**src/rtl/wps_pkg.sv**
```systemverilog
// shared types, constants and tables of the waypoint pursuit steering block
`default_nettype none

package wps_pkg;

    localparam int MAX_WAYPOINTS = 256;
    localparam int WP_AW         = $clog2(MAX_WAYPOINTS);
    localparam int WP_CW         = WP_AW + 1;

    localparam int IN_W      = 34;
    localparam int POS_W     = 32;
    localparam int SPEED_W   = 16;
    localparam int RATE_W    = 32;
    localparam int CFG_IDX_W = 3;
    localparam int CMD_W     = 3;

    localparam int CORDIC_N = 24;
    localparam int CW       = 48;
    localparam int ZW       = 34;
    localparam int DIST_W   = 34;
    localparam int PROD_W   = 47;
    localparam int NUM_W    = 58;
    localparam int CNT_W    = 6;

    localparam logic [CNT_W-1:0] SQRT_LAST   = CNT_W'(31);
    localparam logic [CNT_W-1:0] CORDIC_LAST = CNT_W'(CORDIC_N - 1);
    localparam logic [CNT_W-1:0] DIV_LAST    = CNT_W'(NUM_W - 1);

    localparam logic [CW-1:0]     CORDIC_K_Q30 = CW'(652032874);
    localparam logic [RATE_W-1:0] RATE_LIMIT   = 32'd2000000000;
    localparam logic [10:0]       RATE_GAIN    = 11'd2000;

    // command codes carried in tuser
    localparam logic [CMD_W-1:0] CMD_FIX    = 3'd0;
    localparam logic [CMD_W-1:0] CMD_TICK   = 3'd1;
    localparam logic [CMD_W-1:0] CMD_LOAD   = 3'd2;
    localparam logic [CMD_W-1:0] CMD_TOGGLE = 3'd3;
    localparam logic [CMD_W-1:0] CMD_CLEAR  = 3'd4;

    // configuration register indexes
    localparam logic [CFG_IDX_W-1:0] CFG_ORIGIN_EAST  = 3'd0;
    localparam logic [CFG_IDX_W-1:0] CFG_ORIGIN_NORTH = 3'd1;
    localparam logic [CFG_IDX_W-1:0] CFG_MAX_SPEED    = 3'd2;
    localparam logic [CFG_IDX_W-1:0] CFG_LOOKAHEAD    = 3'd3;
    localparam logic [CFG_IDX_W-1:0] CFG_MIN_MOVE     = 3'd4;

    typedef enum logic [4:0] {
        OP_NONE,
        OP_CAPTURE,
        OP_LOAD,
        OP_TOGGLE,
        OP_CLEAR,
        OP_FIX_POS,
        OP_FIX_DIFF,
        OP_TICK_DIFF,
        OP_DIST_INIT,
        OP_SQ_X,
        OP_SQ_Y,
        OP_SQRT_STEP,
        OP_VEC_INIT,
        OP_NORM,
        OP_VEC_PREP,
        OP_CORDIC_V,
        OP_HEAD_SET,
        OP_ERR_SET,
        OP_SINE_INIT,
        OP_CORDIC_R,
        OP_MUL1,
        OP_MUL2,
        OP_DIV_STEP,
        OP_RATE,
        OP_TICK_END,
        OP_OUT_OFF,
        OP_OUT_END,
        OP_OUT_VEL
    } op_t;

    typedef struct packed {
        logic [CMD_W-1:0] cmd;
        logic             enabled;
        logic             tick_avail;
        logic             last_sqrt;
        logic             last_cordic;
        logic             last_div;
        logic             dist_zero;
        logic             dist_gt_min;
        logic             vec_zero;
        logic             norm_small;
        logic             out_free;
    } dp_stat_t;

    function automatic logic [31:0] atan_lut(input logic [4:0] i);
        logic [31:0] v;
        case (i)
            5'd0:    v = 32'd536870912;
            5'd1:    v = 32'd316933406;
            5'd2:    v = 32'd167458907;
            5'd3:    v = 32'd85004756;
            5'd4:    v = 32'd42667331;
            5'd5:    v = 32'd21354465;
            5'd6:    v = 32'd10679838;
            5'd7:    v = 32'd5340245;
            5'd8:    v = 32'd2670163;
            5'd9:    v = 32'd1335087;
            5'd10:   v = 32'd667544;
            5'd11:   v = 32'd333772;
            5'd12:   v = 32'd166886;
            5'd13:   v = 32'd83443;
            5'd14:   v = 32'd41722;
            5'd15:   v = 32'd20861;
            5'd16:   v = 32'd10430;
            5'd17:   v = 32'd5215;
            5'd18:   v = 32'd2608;
            5'd19:   v = 32'd1304;
            5'd20:   v = 32'd652;
            5'd21:   v = 32'd326;
            5'd22:   v = 32'd163;
            5'd23:   v = 32'd81;
            default: v = 32'd0;
        endcase
        return v;
    endfunction

endpackage

`default_nettype wire

```
**src/rtl/wps_ctrl.sv**
```systemverilog
// sequencer for the waypoint pursuit steering datapath
`default_nettype none

module wps_ctrl (
    input  wire              clk,
    input  wire              rst_n,
    input  wire              s_tvalid,
    output logic             in_ready,
    input  wps_pkg::dp_stat_t stat,
    output wps_pkg::op_t     op
);
    import wps_pkg::*;

    typedef enum logic [22:0] {
        S_IDLE      = 23'h000001,
        S_DECODE    = 23'h000002,
        S_FIX_POS   = 23'h000004,
        S_FIX_DIFF  = 23'h000008,
        S_TICK_DIFF = 23'h000010,
        S_DIST_INIT = 23'h000020,
        S_SQ_X      = 23'h000040,
        S_SQ_Y      = 23'h000080,
        S_SQRT      = 23'h000100,
        S_DIST_CHK  = 23'h000200,
        S_VEC_INIT  = 23'h000400,
        S_NORM      = 23'h000800,
        S_VEC_PREP  = 23'h001000,
        S_CORDIC_V  = 23'h002000,
        S_BEAR_DONE = 23'h004000,
        S_SINE_INIT = 23'h008000,
        S_CORDIC_R  = 23'h010000,
        S_MUL1      = 23'h020000,
        S_MUL2      = 23'h040000,
        S_DIV       = 23'h080000,
        S_RATE      = 23'h100000,
        S_TICK_END  = 23'h200000,
        S_OUT       = 23'h400000
    } state_t;

    state_t state_reg, state_next;
    logic   is_tick_reg, is_tick_next;
    op_t    out_op_reg, out_op_next;

    always_ff @(posedge clk or negedge rst_n)
    begin
        if (!rst_n)
        begin
            state_reg   <= S_IDLE;
            is_tick_reg <= 1'b0;
            out_op_reg  <= OP_OUT_OFF;
        end
        else
        begin
            state_reg   <= state_next;
            is_tick_reg <= is_tick_next;
            out_op_reg  <= out_op_next;
        end
    end

    assign in_ready = (state_reg == S_IDLE);

    always_comb
    begin
        state_next   = state_reg;
        is_tick_next = is_tick_reg;
        out_op_next  = out_op_reg;
        op           = OP_NONE;
        case (state_reg)
            S_IDLE:
            begin
                if (s_tvalid)
                begin
                    op         = OP_CAPTURE;
                    state_next = S_DECODE;
                end
            end
            S_DECODE:
            begin
                state_next   = S_IDLE;
                is_tick_next = (stat.cmd == CMD_TICK);
                case (stat.cmd)
                    CMD_FIX:
                    begin
                        if (stat.enabled)
                            state_next = S_FIX_POS;
                    end
                    CMD_TICK:
                    begin
                        if (!stat.enabled)
                        begin
                            out_op_next = OP_OUT_OFF;
                            state_next  = S_OUT;
                        end
                        else if (!stat.tick_avail)
                        begin
                            out_op_next = OP_OUT_END;
                            state_next  = S_OUT;
                        end
                        else
                            state_next = S_TICK_DIFF;
                    end
                    CMD_LOAD:   op = OP_LOAD;
                    CMD_TOGGLE: op = OP_TOGGLE;
                    CMD_CLEAR:  op = OP_CLEAR;
                    default:    op = OP_NONE;
                endcase
            end
            S_FIX_POS:
            begin
                op         = OP_FIX_POS;
                state_next = S_FIX_DIFF;
            end
            S_FIX_DIFF:
            begin
                op         = OP_FIX_DIFF;
                state_next = S_DIST_INIT;
            end
            S_TICK_DIFF:
            begin
                op         = OP_TICK_DIFF;
                state_next = S_DIST_INIT;
            end
            S_DIST_INIT:
            begin
                op         = OP_DIST_INIT;
                state_next = S_SQ_X;
            end
            S_SQ_X:
            begin
                op         = OP_SQ_X;
                state_next = S_SQ_Y;
            end
            S_SQ_Y:
            begin
                op         = OP_SQ_Y;
                state_next = S_SQRT;
            end
            S_SQRT:
            begin
                op = OP_SQRT_STEP;
                if (stat.last_sqrt)
                    state_next = S_DIST_CHK;
            end
            S_DIST_CHK:
            begin
                if (is_tick_reg)
                    state_next = stat.dist_zero ? S_TICK_END : S_VEC_INIT;
                else
                    state_next = stat.dist_gt_min ? S_VEC_INIT : S_IDLE;
            end
            S_VEC_INIT:
            begin
                op         = OP_VEC_INIT;
                state_next = stat.vec_zero ? S_BEAR_DONE : S_NORM;
            end
            S_NORM:
            begin
                if (stat.norm_small)
                    op = OP_NORM;
                else
                    state_next = S_VEC_PREP;
            end
            S_VEC_PREP:
            begin
                op         = OP_VEC_PREP;
                state_next = S_CORDIC_V;
            end
            S_CORDIC_V:
            begin
                op = OP_CORDIC_V;
                if (stat.last_cordic)
                    state_next = S_BEAR_DONE;
            end
            S_BEAR_DONE:
            begin
                if (is_tick_reg)
                begin
                    op         = OP_ERR_SET;
                    state_next = S_SINE_INIT;
                end
                else
                begin
                    op         = OP_HEAD_SET;
                    state_next = S_IDLE;
                end
            end
            S_SINE_INIT:
            begin
                op         = OP_SINE_INIT;
                state_next = S_CORDIC_R;
            end
            S_CORDIC_R:
            begin
                op = OP_CORDIC_R;
                if (stat.last_cordic)
                    state_next = S_MUL1;
            end
            S_MUL1:
            begin
                op         = OP_MUL1;
                state_next = S_MUL2;
            end
            S_MUL2:
            begin
                op         = OP_MUL2;
                state_next = S_DIV;
            end
            S_DIV:
            begin
                op = OP_DIV_STEP;
                if (stat.last_div)
                    state_next = S_RATE;
            end
            S_RATE:
            begin
                op         = OP_RATE;
                state_next = S_TICK_END;
            end
            S_TICK_END:
            begin
                op          = OP_TICK_END;
                out_op_next = OP_OUT_VEL;
                state_next  = S_OUT;
            end
            S_OUT:
            begin
                if (stat.out_free)
                begin
                    op         = out_op_reg;
                    state_next = S_IDLE;
                end
            end
            default:
            begin
                state_next = S_IDLE;
            end
        endcase
    end

    // a finished result always goes out and frees the sequencer
    a_out_done: assert property (@(posedge clk) disable iff (!rst_n)
        (state_reg == S_OUT && stat.out_free) |=> (state_reg == S_IDLE))
        else $error("result stage did not return to idle");

endmodule

`default_nettype wire

```
**config.mk**
```make
export PLATFORM = sky130hd
export DESIGN_NAME = wps_ctrl
export DESIGN_NICKNAME = d
export VERILOG_FILES = /design/src/rtl/wps_pkg.sv /design/src/rtl/wps_ctrl.sv
export SDC_FILE = /design/constraint.sdc
export NUM_CORES = 1
export LEC_CHECK = 0
export ABC_AREA = 1
export BUFFER_PORTS_ARGS = -buffer_cell sky130_fd_sc_hd__buf_2
export CORE_MARGIN = 3
export CORE_UTILIZATION = 58
export DETAILED_ROUTE_END_ITERATION = 6
export PLACE_DENSITY = 0.78
export SETUP_SLACK_MARGIN = 0.02
export SLEW_MARGIN = 0
export SYNTH_ARGS = -nofsm -noshare
export SYNTH_HDL_FRONTEND = slang
export SYNTH_SLANG_ARGS = --single-unit
```
**constraint.sdc**
```tcl
create_clock -name clk -period 1.7 [get_ports clk]
set_input_delay 0.085 -clock clk [delete_from_list [all_inputs] [get_ports clk]]
set_output_delay 0.085 -clock clk [all_outputs]
set_load 0.03 [all_outputs]
```
==> results.txt, run 1 <==
Status: stopped before the end
Fail Step: global routing (5_1_grt)
Tool error: [ERROR DPL-0038] Utilization greater than 100%, impossible to legalize
Synth area leader: dfrtp_1
Worst_ep grt: op[0]
Mapped Area: 1850 µm²
Kind of the worst endpoint: primary output
Post-DP Area: 2430 µm²
Yosys warns: 0
Number of synthesized flops with an enable pin: 0
Placer Congestion: 0.991
CTS Sinks: 26
Rows: 19
Top_reg_cell synth: dfrtp_1
Syn Nets: 279
CTS root buffer: clkbuf_4
Num ports: 22
Die Y: 62.5 µm
Width of the die: 62.5 µm
Post-DP HPWL: 4250 µm
Clock Path Buffers: 2
Pin count of the biggest net entering global routing: 27
Top-area cell type share of the netlist area: 32.4%
Synthesized area per cell: 7.05 µm²
FF+latch count, synth: 26
TritonCTS Buffers: 3
Sequential share of the synthesized area: 35.2%
Netlist cell types: 27
Post-synthesis cell count: 263
Main area contributors after synthesis: dfrtp_1 32%, nor2_1 11%, nand3_1 8.9%
Starting Density: 63.9%
H-tree levels: 1
Dpl ws: -0.171 ns
Ys async rst share: 100%
Port Buffers: 21
[Yosys cell counts, types with 2 or more instances]
cell      count
nor3_2        2
nand4_1       6
nor2_8        2
dfstp_2       2
nand2_2       5
nand2_4       4
nand2_1      38
nand3b_1      5
nand3_1      33
o21ai_2       3
and3_1        2
inv_1        38
nor2_4        3
o211ai_1      2
dfrtp_1      24
nor2_2       11
a21oi_1       3
nor3_1        9
nor2_1       55
o21ai_0       7
nand3_2       3
[what timing repair did]
item	4_1_cts
gates resized for setup	57
hold endpoints to repair	26
setup buffers	14
pin swaps	13
endpoints found under the setup margin	16
hold buffers	3
[stage by stage]
step | cells | setup TNS, ns | util (%) | hold WS (ns)
after floorplan | 263 | -0.00233 | - | -0.211
after global placement | 382 | -1.04 | 83.9 | 0.111
after detailed placement | 382 | -1.17 | 83.9 | 0.121
after CTS | 403 | -2.64 | 96.1 | 0.0213
[kinds of logic after synthesis]
| kind of cell | after synthesis | synth area share [%] |
|---|---|---|
| simple gates | 180 | 50.7 |
| buf+inv | 41 | 8.85 |
| compound gates | 16 | 5.20 |
| flops | 26 | 35.2 |
==> inputs of run 2 (changes only) <==
--- a/config.mk
+++ b/config.mk
@@ -8,10 +8,9 @@
 export ABC_AREA = 1
 export BUFFER_PORTS_ARGS = -buffer_cell sky130_fd_sc_hd__buf_2
 export CORE_MARGIN = 3
-export CORE_UTILIZATION = 58
+export CORE_UTILIZATION = 40
 export DETAILED_ROUTE_END_ITERATION = 6
-export PLACE_DENSITY = 0.78
-export SETUP_SLACK_MARGIN = 0.02
+export PLACE_DENSITY_LB_ADDON = 0.15
 export SLEW_MARGIN = 0
 export SYNTH_ARGS = -nofsm -noshare
 export SYNTH_HDL_FRONTEND = slang
==> run 2 against run 1 <==
  * Area after synthesis unchanged
  * The flow now finishes, with violations (setup timing)
  * Synthesized cell count unchanged
==> results.txt, run 2 <==
Status: finished with violations
Failing checks: setup timing
Max Cap Viol: 0
CTS Sinks: 26
Post-DP Area: 2440 µm²
Clock transition at path regs: 0.10 ns
Final setup margin: -0.346 ns
Share of cells above drive strength 1: 47.3%
Final hold vios: 0
Slew of the pin with the lowest slew margin: 0.605 ns
Netlist cell types: 27
Net Sw Frac: 38.0%
Post-layout minimum cycle time: 2.05 ns
Crit start category: flip-flop
Nets@finish: 374
Pint: 1.43 mW
Post-Route WL: 5560 µm
Post-DP HPWL: 4180 µm
P_sw: 0.876 mW
Worst r2r src: state_reg[0]
CTS root buffer: clkbuf_8
Clock Power Share: 18.8%
Final slew viol count: 0
Design area: 2890 µm²
CP Launch Point: state_reg[1]
Initial DRC count: 160
CP Class: reg2out
Top_reg_cell synth: dfrtp_1
TritonCTS clock tree: built
Commonest non-fill, non-tap cell in the layout: buf_4
H-tree levels: 1
Max Freq: 0.489 GHz
Fill count: 389
Synthesized area per cell: 7.05 µm²
Critical path peak fanout: 5
Area Growth Syn to Fin: 56.0%
Vias in the first global route: 1980
Data arrival, critical path: 1.96 ns
Antenna Cells: 0
Syn Nets: 279
Most frequent cells after synthesis: 55 x nor2_1, 38 x inv_1, 38 x nand2_1
HP Start: stat[2]
Worst IR Drop VDD: 0.420 mV
Routed len/inst: 13.6 µm
Port Buffers: 21
Routed via count: 2048
FF+latch count, synth: 26
Placer Congestion: 0.942
Vias per cell: 5.01
Number of synthesized flops with an enable pin: 0
Worst Skew: 0.00322 ns
Num ports: 22
# DRC: 0
TritonCTS Buffers: 3
Detail Route Antenna Nets: 0
Max FFs per register: 23
Setup TNS: -1.79 ns
Die Y: 74.1 µm
Mapped Area: 1850 µm²
First-pass DRT Iterations: 5
GRT Residual Overflow: 0
Count leader, synth: nor2_1
Tcrit/Tclk final: 120%
Storage cell area: 653 µm²
Top-area cell type share of the netlist area: 32.4%
Starting Density: 42.0%
Global Route Usage Sum: 21.5%
Slew HR: 59.7%
Multi-input logic area: 1260 µm²
Dpl ws: -0.164 ns
First-pass GRT wire length: 8920 µm
Die area: 5480 µm²
Initial antenna violation count: 0
Main area contributors after synthesis: dfrtp_1 32%, nor2_1 11%, nand3_1 8.9%
Part of the power in registers: 31.6%
Most frequent cells in the layout: 63 x buf_4, 43 x nor2_1, 35 x inv_1
Pin count of the biggest net entering global routing: 27
Critical Path RT: 1.62 ns
Unrepaired setup endpoints after global routing: yes
Core Area: 4410 µm²
Synth area leader: dfrtp_1
Width of the die: 74.1 µm
PwrDens: 797 nW/µm²
Ys async rst share: 100%
Logic gate share of total power: 49.6%
Post-synthesis cell count: 263
Leakage: 1.51 nW
Final setup vio count: 11
Yosys warns: 0
Sequential share of the synthesized area: 35.2%
Rows: 24
Hold Crit Class: in2reg
Setup crit end kind: output port
Clock Path Buffers: 2
Clock Latency Late Sink: 0.28 ns
[run 2: cell counts after synthesis]
No cell type changed its count.
[run 2: power by group through the flow]
stage / logic [mW] / clock network [mW] / registers, mW
after floorplan: 0.484 / 0 / 0.728
after global placement: 0.819 / 0 / 0.728
after detailed placement: 0.827 / 0 / 0.730
after CTS: 1.06 / 0.428 / 0.729
after global routing: 1.23 / 0.443 / 0.734
final: 1.14 / 0.432 / 0.727
[run 2: worst max-delay path, cell delays in order (launching register included)]
cell     delay (ns)
dfrtp_1        0.42
nor2_4         0.15
nand2_4        0.08
nor2_4         0.23
buf_6          0.17
nand3_1        0.15
nand2_2        0.14
nor2_1         0.06
nand4_1        0.13
buf_6          0.15
[run 2: worst paths after layout]
kind | end | slack (ns) | cells after the start
max | op[4] | -0.35 | 9
min | state_reg[11] | 0.0007 | 2
max reg2reg | state_reg[0] | -0.06 | 11
min reg2reg | out_op_reg[0] | 0.52 | 2
max in group asynchronous | state_reg[10] | 0.97 | 2
min in group asynchronous | state_reg[4] | 0.33 | 2
[run 2: final cells by class]
cell class              instances  share of cell area (%)
clock buffers                   4                    1.90
inverters                      40                    5.37
multi-input cells             196                    43.6
flip-flops and latches         26                    22.6
well taps                      52                    2.25
repair buffers                 91                    24.2
[run 2: repair_timing]
| action | in CTS | in global routing |
|---|---|---|
| hold buffers | 2 | 0 |
| buffers inserted | 10 | 3 |
| setup endpoints to repair | 15 | 16 |
| gates resized for setup | 64 | 12 |
| hold endpoints to repair | 25 | 0 |
| pin swaps | 20 | 5 |
[run 2: kinds of logic (layout without fill, tap and decap cells)]
logic type	Yosys count	after routing	share of synthesized area (%)
buffers and inverters	41	135	8.85
DFF	26	26	35.2
AOI/OAI and AO/OA	16	16	5.20
and+or+nand+nor	180	180	50.7
[run 2: per-stage QoR]
step	util (%)	instances	hold slack, ns	total power, mW
after floorplan	-	263	-0.211	1.21
after global placement	55.2	390	0.130	1.55
after detailed placement	55.2	390	0.136	1.56
after CTS	63.9	406	0.00146	2.22
after global routing	65.5	409	0.0107	2.41
final	65.5	409	0.000715	2.30
[run 2: per-layer routing]
metal | vias to the layer above | GRT usage (%) | routed length [µm]
li1 | 1036 | - | -
met1 | 944 | 28.5 | 2560
met2 | 57 | 35.8 | 2590
met3 | 11 | 3.38 | 311
met4 | 0 | 7.24 | 104
met5 | - | 0 | 0
No activity file was read; power rests on OpenSTA's default activity.
==> inputs of run 3 (changes only) <==
--- a/config.mk
+++ b/config.mk
@@ -5,7 +5,7 @@
 export SDC_FILE = /design/constraint.sdc
 export NUM_CORES = 1
 export LEC_CHECK = 0
-export ABC_AREA = 1
+export ABC_AREA = 0
 export BUFFER_PORTS_ARGS = -buffer_cell sky130_fd_sc_hd__buf_2
 export CORE_MARGIN = 3
 export CORE_UTILIZATION = 40
==> run 3 against run 2 <==
  * The run ends with DRC, setup timing left
  * Cell area rose by 14%
  * Combinational power rose by 22%
  * Synthesized cell count fell by 16%
  * Sequential share of layout area fell by 2.8 points
  * Fmax fell by 19%
  * First-iteration DRC count fell by 3.1%
  * Critical path depth fell by 1
  * Register-to-register slack got worse by 0.62 ns
  * Global-route usage rose by 4.0 points
  * Die area rose by 3.7%
  * Critical endpoint is now op[3]
  * Largest cell class unchanged
  * Largest power group unchanged
==> results.txt, run 3 <==
Core Area: 4500 µm²
Storage cell area: 654 µm²
Max FFs per register: 23
PwrDens: 808 nW/µm²
Logic gate share of total power: 52.0%
Multi-input logic area: 1560 µm²
Most frequent cells after synthesis: 24 x dfrtp_1, 21 x nor2_1, 19 x nor3_1
Max Cap Viol: 0
Dpl ws: -0.683 ns
TritonCTS clock tree: built
Tcrit/Tclk final: 148%
Width of the die: 75.4 µm
Share of cells above drive strength 1: 56.8%
Post-synthesis cell count: 221
Rows: 24
Final setup margin: -0.812 ns
Sequential share of the synthesized area: 33.9%
Top-area cell type share of the netlist area: 31.2%
Netlist cell types: 61
Initial antenna violation count: 0
CP Class: reg2out
Routed len/inst: 18.3 µm
Port Buffers: 21
First-pass GRT wire length: 10800 µm
Nets@finish: 348
Critical Path RT: 1.62 ns
Commonest non-fill, non-tap cell in the layout: buf_4
Main area contributors after synthesis: dfrtp_1 31%, nor3_1 4.9%, nor2_1 4.1%
Final hold vios: 0
Leakage: 1.55 nW
Post-Route WL: 6990 µm
Dpl cells: 364
TritonCTS Buffers: 3
Clock Latency Late Sink: 0.28 ns
Clock Power Share: 19.8%
Net Sw Frac: 35.9%
Ys async rst share: 100%
Part of the power in registers: 28.3%
Routed via count: 2279
Max Freq: 0.398 GHz
Hold Crit Class: in2reg
Syn Nets: 237
Vias in the first global route: 2197
Antenna Cells: 0
Synthesized area per cell: 8.72 µm²
CTS root buffer: clkbuf_8
Pint: 1.71 mW
Slew of the pin with the lowest slew margin: 0.679 ns
Starting Density: 42.8%
FF+latch count, synth: 26
Initial DRC count: 155
Final slew viol count: 0
Data arrival, critical path: 2.43 ns
Most frequent cells in the layout: 82 x buf_4, 23 x dfrtp_1, 18 x buf_6
Slowest cell on the critical path: dfrtp_1
Synth area leader: dfrtp_1
Post-Layout Cell Count: 383
Post-layout minimum cycle time: 2.51 ns
Clock transition at path regs: 0.10 ns
First-pass DRT Iterations: 7
Worst IR Drop VDD: 0.402 mV
Failing checks: DRC, setup timing
Clock Path Buffers: 2
H-tree levels: 1
Count leader, synth: dfrtp_1
Fill count: 326
CTS Sinks: 26
# DRC: 2
Vias per cell: 5.95
Num ports: 22
Setup crit end kind: output port
Pin count of the biggest net entering global routing: 27
Cell Chain, Critical Path: nor4_4 > buf_4 > nand4_1 > buf_4 > or3_4 > and4_4 > nand4_1 > buf_6
Crit start category: flip-flop
Post-DP HPWL: 5140 µm
Yosys warns: 0
Mapped Area: 1930 µm²
Detail Route Antenna Nets: 0
Critical path peak fanout: 5
Unrepaired setup endpoints after global routing: yes
Global Route Usage Sum: 25.5%
Number of synthesized flops with an enable pin: 0
Hold WS: 0.0631 ns
Slew HR: 54.1%
Status: finished with violations
P_sw: 0.958 mW
Placer Congestion: 0.984
Critical path buffer and inverter count: 3
Worst Skew: 0.00816 ns
Die area: 5690 µm²
Die Y: 75.4 µm
Final setup vio count: 30
Critical path's largest stage delay: 0.43 ns
GRT Residual Overflow: 0
Top_reg_cell synth: dfrtp_1
Cell family with the largest share of critical-path delay: simple AND/OR/NAND/NOR gates
Area Growth Syn to Fin: 71.6%
## run 3: cell count changes in the layout (fill, tap and decap cells not counted), sizes merged, moves of 7 or more
cell | previous run | this run
nor3 | 12 | 20
nor2 | 71 | 21
nor4 | 0 | 10
inv | 40 | 3
nand3 | 36 | 7
or3 | 0 | 7
buf | 89 | 116
nand2 | 47 | 15
## run 3: what timing repair did
action,in CTS,in global routing
hold buffers,3,0
endpoints found under the setup margin,30,32
buffers inserted,11,5
cloned,0,0
pin swaps,18,14
gates resized for setup,58,24
hold endpoints to repair,26,0
## run 3: stage by stage
step | setup TNS [ns] | area [µm²] | power (mW) | utilization [%]
floorplan | -7.17 | 2040 | 1.31 | -
global placement | -11.16 | 2760 | 1.79 | 61.3
detailed placement | -11.58 | 2760 | 1.79 | 61.3
CTS | -14.42 | 3180 | 2.54 | 70.6
global route | -16.13 | 3310 | 2.81 | 73.4
finish | -14.08 | 3310 | 2.67 | 73.4
## run 3: routing by layer
metal / GRT usage (%) / share of wire (%)
met1: 33.6 / 43
met2: 41.7 / 49
met3: 4.35 / 5.5
met4: 9.90 / 2.7
met5: 0 / 0
## run 3: area by class of cell
cell class	count	area share [%]
Inverter	3	0.341
Multi-Input combinational cell	179	47.2
Clock buffer	3	1.25
Timing Repair Buffer	119	28.5
Sequential cell	26	19.8
Tap cell	52	1.97
Clock inverter	1	0.908
## run 3: logic make-up (layout without fill, tap and decap cells)
group / count (synthesis) / count (layout) / synth area share, %
compound gates: 35 / 35 / 13.3
xor+xnor: 8 / 8 / 3.64
buf+inv: 16 / 126 / 4.61
flops: 26 / 26 / 33.9
mux: 1 / 1 / 0.520
simple gates: 135 / 135 / 44.0
## run 3: path summary, 6_finish.rpt
check                               from             to  slack (ns)  cells after the start
max reg2reg                state_reg[13]   state_reg[0]       -0.68                      9
min                             stat[10]   state_reg[2]        0.06                      2
max in group asynchronous          rst_n   state_reg[2]        0.89                      2
max                        state_reg[12]          op[3]       -0.81                      8
min in group asynchronous          rst_n  state_reg[20]        0.35                      2
min reg2reg                out_op_reg[0]  out_op_reg[0]        0.51                      2
## run 3: power by group through the flow
stage / logic [mW] / clock network, mW / registers [mW]
6_report: 1.39 / 0.528 / 0.755
5_1_grt: 1.47 / 0.579 / 0.760
4_1_cts: 1.25 / 0.550 / 0.736
3_5_place_dp: 1.05 / 0 / 0.746
3_3_place_gp: 1.04 / 0 / 0.746
2_1_floorplan: 0.594 / 0 / 0.721
==> inputs of run 4 (changes only) <==
--- a/config.mk
+++ b/config.mk
@@ -6,10 +6,10 @@
 export NUM_CORES = 1
 export LEC_CHECK = 0
 export ABC_AREA = 0
-export BUFFER_PORTS_ARGS = -buffer_cell sky130_fd_sc_hd__buf_2
 export CORE_MARGIN = 3
 export CORE_UTILIZATION = 40
 export DETAILED_ROUTE_END_ITERATION = 6
+export DONT_BUFFER_PORTS = 1
 export PLACE_DENSITY_LB_ADDON = 0.15
 export SLEW_MARGIN = 0
 export SYNTH_ARGS = -nofsm -noshare
==> run 4 against run 3 <==
  * The flow finishes with violations (setup timing)
  * Cell area up 10%
  * Non-clock buffer count up 17
  * Via count up 11%
  * Critical path depth up 1
  * Count of clock-buffer cells in the layout up 1
  * First-iteration DRC count up 35%
  * Sequential power down 2%
  * Sequential share of layout area down 1.9 points
  * Clock power down 20%
  * Clock skew up 0.00054 ns
  * Final cell count up 4.4%
  * Largest cell class unchanged
  * Largest power group unchanged
==> results.txt, run 4 (same netlist as run 3, synthesis figures left out) <==
HP Start: stat[9]
Clock transition at path regs: 0.10 ns
First-pass DRT Iterations: 7
Global Route Usage Sum: 29.5%
Width of the die: 75.4 µm
Part of the power in registers: 27.4%
Hold Crit Class: in2reg
Setup TNS: -18.08 ns
Num ports: 22
Slew HR: 53.9%
Final slew viol count: 0
Clock Power Share: 15.7%
Leakage: 1.66 nW
Detail Route Antenna Nets: 0
CP Class: reg2out
Port Buffers: 0
GRT Residual Overflow: 0
PwrDens: 742 nW/µm²
Rows: 24
TritonCTS Buffers: 3
Fill count: 267
Post-layout minimum cycle time: 2.61 ns
Unrepaired setup endpoints after global routing: yes
CTS root buffer: clkbuf_8
Clock Latency Late Sink: 0.28 ns
H-tree levels: 1
Logic gate share of total power: 56.9%
Status: finished with violations
# DRC: 0
Post-DP Area: 2770 µm²
Share of cells above drive strength 1: 58.9%
Data arrival, critical path: 2.53 ns
Hold Path Depth: 2
Storage cell area: 654 µm²
Critical path peak fanout: 6
Slew of the pin with the lowest slew margin: 0.682 ns
Slowest cell on the critical path: dfrtp_1
Post-Route WL: 8610 µm
Flop-to-flop setup slack: -0.76 ns
Reg2Reg Depth: 9
Worst IR Drop VDD: 0.424 mV
Vias in the first global route: 2476
Setup crit end kind: output port
Final hold vios: 0
Hold WS: 0.00518 ns
Most frequent cells in the layout: 93 x buf_4, 30 x buf_6, 23 x dfrtp_1
Net Sw Frac: 38.5%
Post-Layout Cell Count: 400
Pint: 1.66 mW
Critical path buffer and inverter count: 4
Cell Chain, Critical Path: buf_6 > nor4_4 > buf_4 > nand4_1 > buf_6 > o32ai_1 > buf_4 > nand3b_1 > or4b_4
Core Area: 4500 µm²
Commonest non-fill, non-tap cell in the layout: buf_4
Die area: 5690 µm²
Placer Congestion: 0.939
Failing checks: setup timing
Routed via count: 2520
First-pass GRT wire length: 12500 µm
Area Growth Syn to Fin: 89.4%
Initial DRC count: 209
Max FFs per register: 23
Starting Density: 42.8%
CTS Sinks: 26
Max Cap Viol: 0
Cell family with the largest share of critical-path delay: simple AND/OR/NAND/NOR gates
Die Y: 75.4 µm
Crit start category: flip-flop
Max Freq: 0.382 GHz
Reg2reg end: state_reg[13]
Post-DP HPWL: 5490 µm
Final setup margin: -0.915 ns
Vias per cell: 6.30
Worst r2r src: state_reg[5]
Nets@finish: 365
Critical Path RT: 1.62 ns
Pin count of the biggest net entering global routing: 27
Design area: 3650 µm²
Worst Skew: 0.00870 ns
Worst Hold Path EP: out_op_reg[1]
Antenna Cells: 0
Clock Path Buffers: 2
Critical path's largest stage delay: 0.42 ns
TritonCTS clock tree: built
Tcrit/Tclk final: 154%
Final setup vio count: 31
Dpl cells: 357
Routed len/inst: 21.5 µm
Initial antenna violation count: 0
P_sw: 1.04 mW
Multi-input logic area: 1660 µm²
## run 4: metal layers
layer | global-route usage, % | wire length [µm] | vias up
met5 | 0 | 0 | -
met4 | 10.3 | 380 | 0
met3 | 5.01 | 535 | 42
met2 | 52.4 | 4330 | 130
met1 | 35.8 | 3370 | 1238
li1 | - | - | 1110
## run 4: worst reg2reg max path, delay by kind of cell, from the launching register on
kind / cells / cell delay, ns
AOI/OAI and AO/OA: 2 / 0.25
DFF: 1 / 0.46
and+or+nand+nor: 4 / 1.20
buffers and inverters: 3 / 0.50
## run 4: worst max path at each step
stage / slack, ns / depth (start not counted) / end / from
floorplan: -0.48 / 8 / out_op_reg[1] / state_reg[16]
global placement: -0.76 / 8 / op[2] / state_reg[12]
detailed placement: -0.76 / 8 / op[2] / state_reg[12]
CTS: -0.88 / 8 / op[2] / state_reg[14]
global route: -1.02 / 9 / op[1] / state_reg[14]
finish: -0.91 / 9 / op[1] / state_reg[14]
## run 4: layout make-up
type                       count  area share (%)
multi-input combinational    179            45.5
timing repair buffer         136            32.9
sequential                    26            17.9
tap                           52            1.78
clock buffer                   4            1.51
inverter                       3           0.309
## run 4: timing repair
item,CTS,global route
gates cloned,0,0
endpoints found under the hold margin,35,1
gates resized for setup,79,32
hold buffers,9,1
pin swaps,34,25
buffers inserted,23,14
setup endpoints to repair,31,32
## run 4: power by group through the flow
| stage | Combinational [mW] | Clock [mW] | Sequential, mW |
|---|---|---|---|
| after detailed placement | 1.07 | 0 | 0.748 |
| after floorplan | 0.594 | 0 | 0.721 |
| after global routing | 1.62 | 0.462 | 0.744 |
| final | 1.54 | 0.425 | 0.741 |
| after global placement | 1.05 | 0 | 0.746 |
| after CTS | 1.32 | 0.429 | 0.737 |
## run 4: per-stage QoR
stage	worst slack [ns]	power (mW)	utilization, %
floorplan	-0.475	1.31	-
global placement	-0.758	1.79	61.6
detailed placement	-0.760	1.82	61.6
CTS	-0.884	2.49	76.2
global route	-1.02	2.82	81.0
finish	-0.915	2.71	81.0
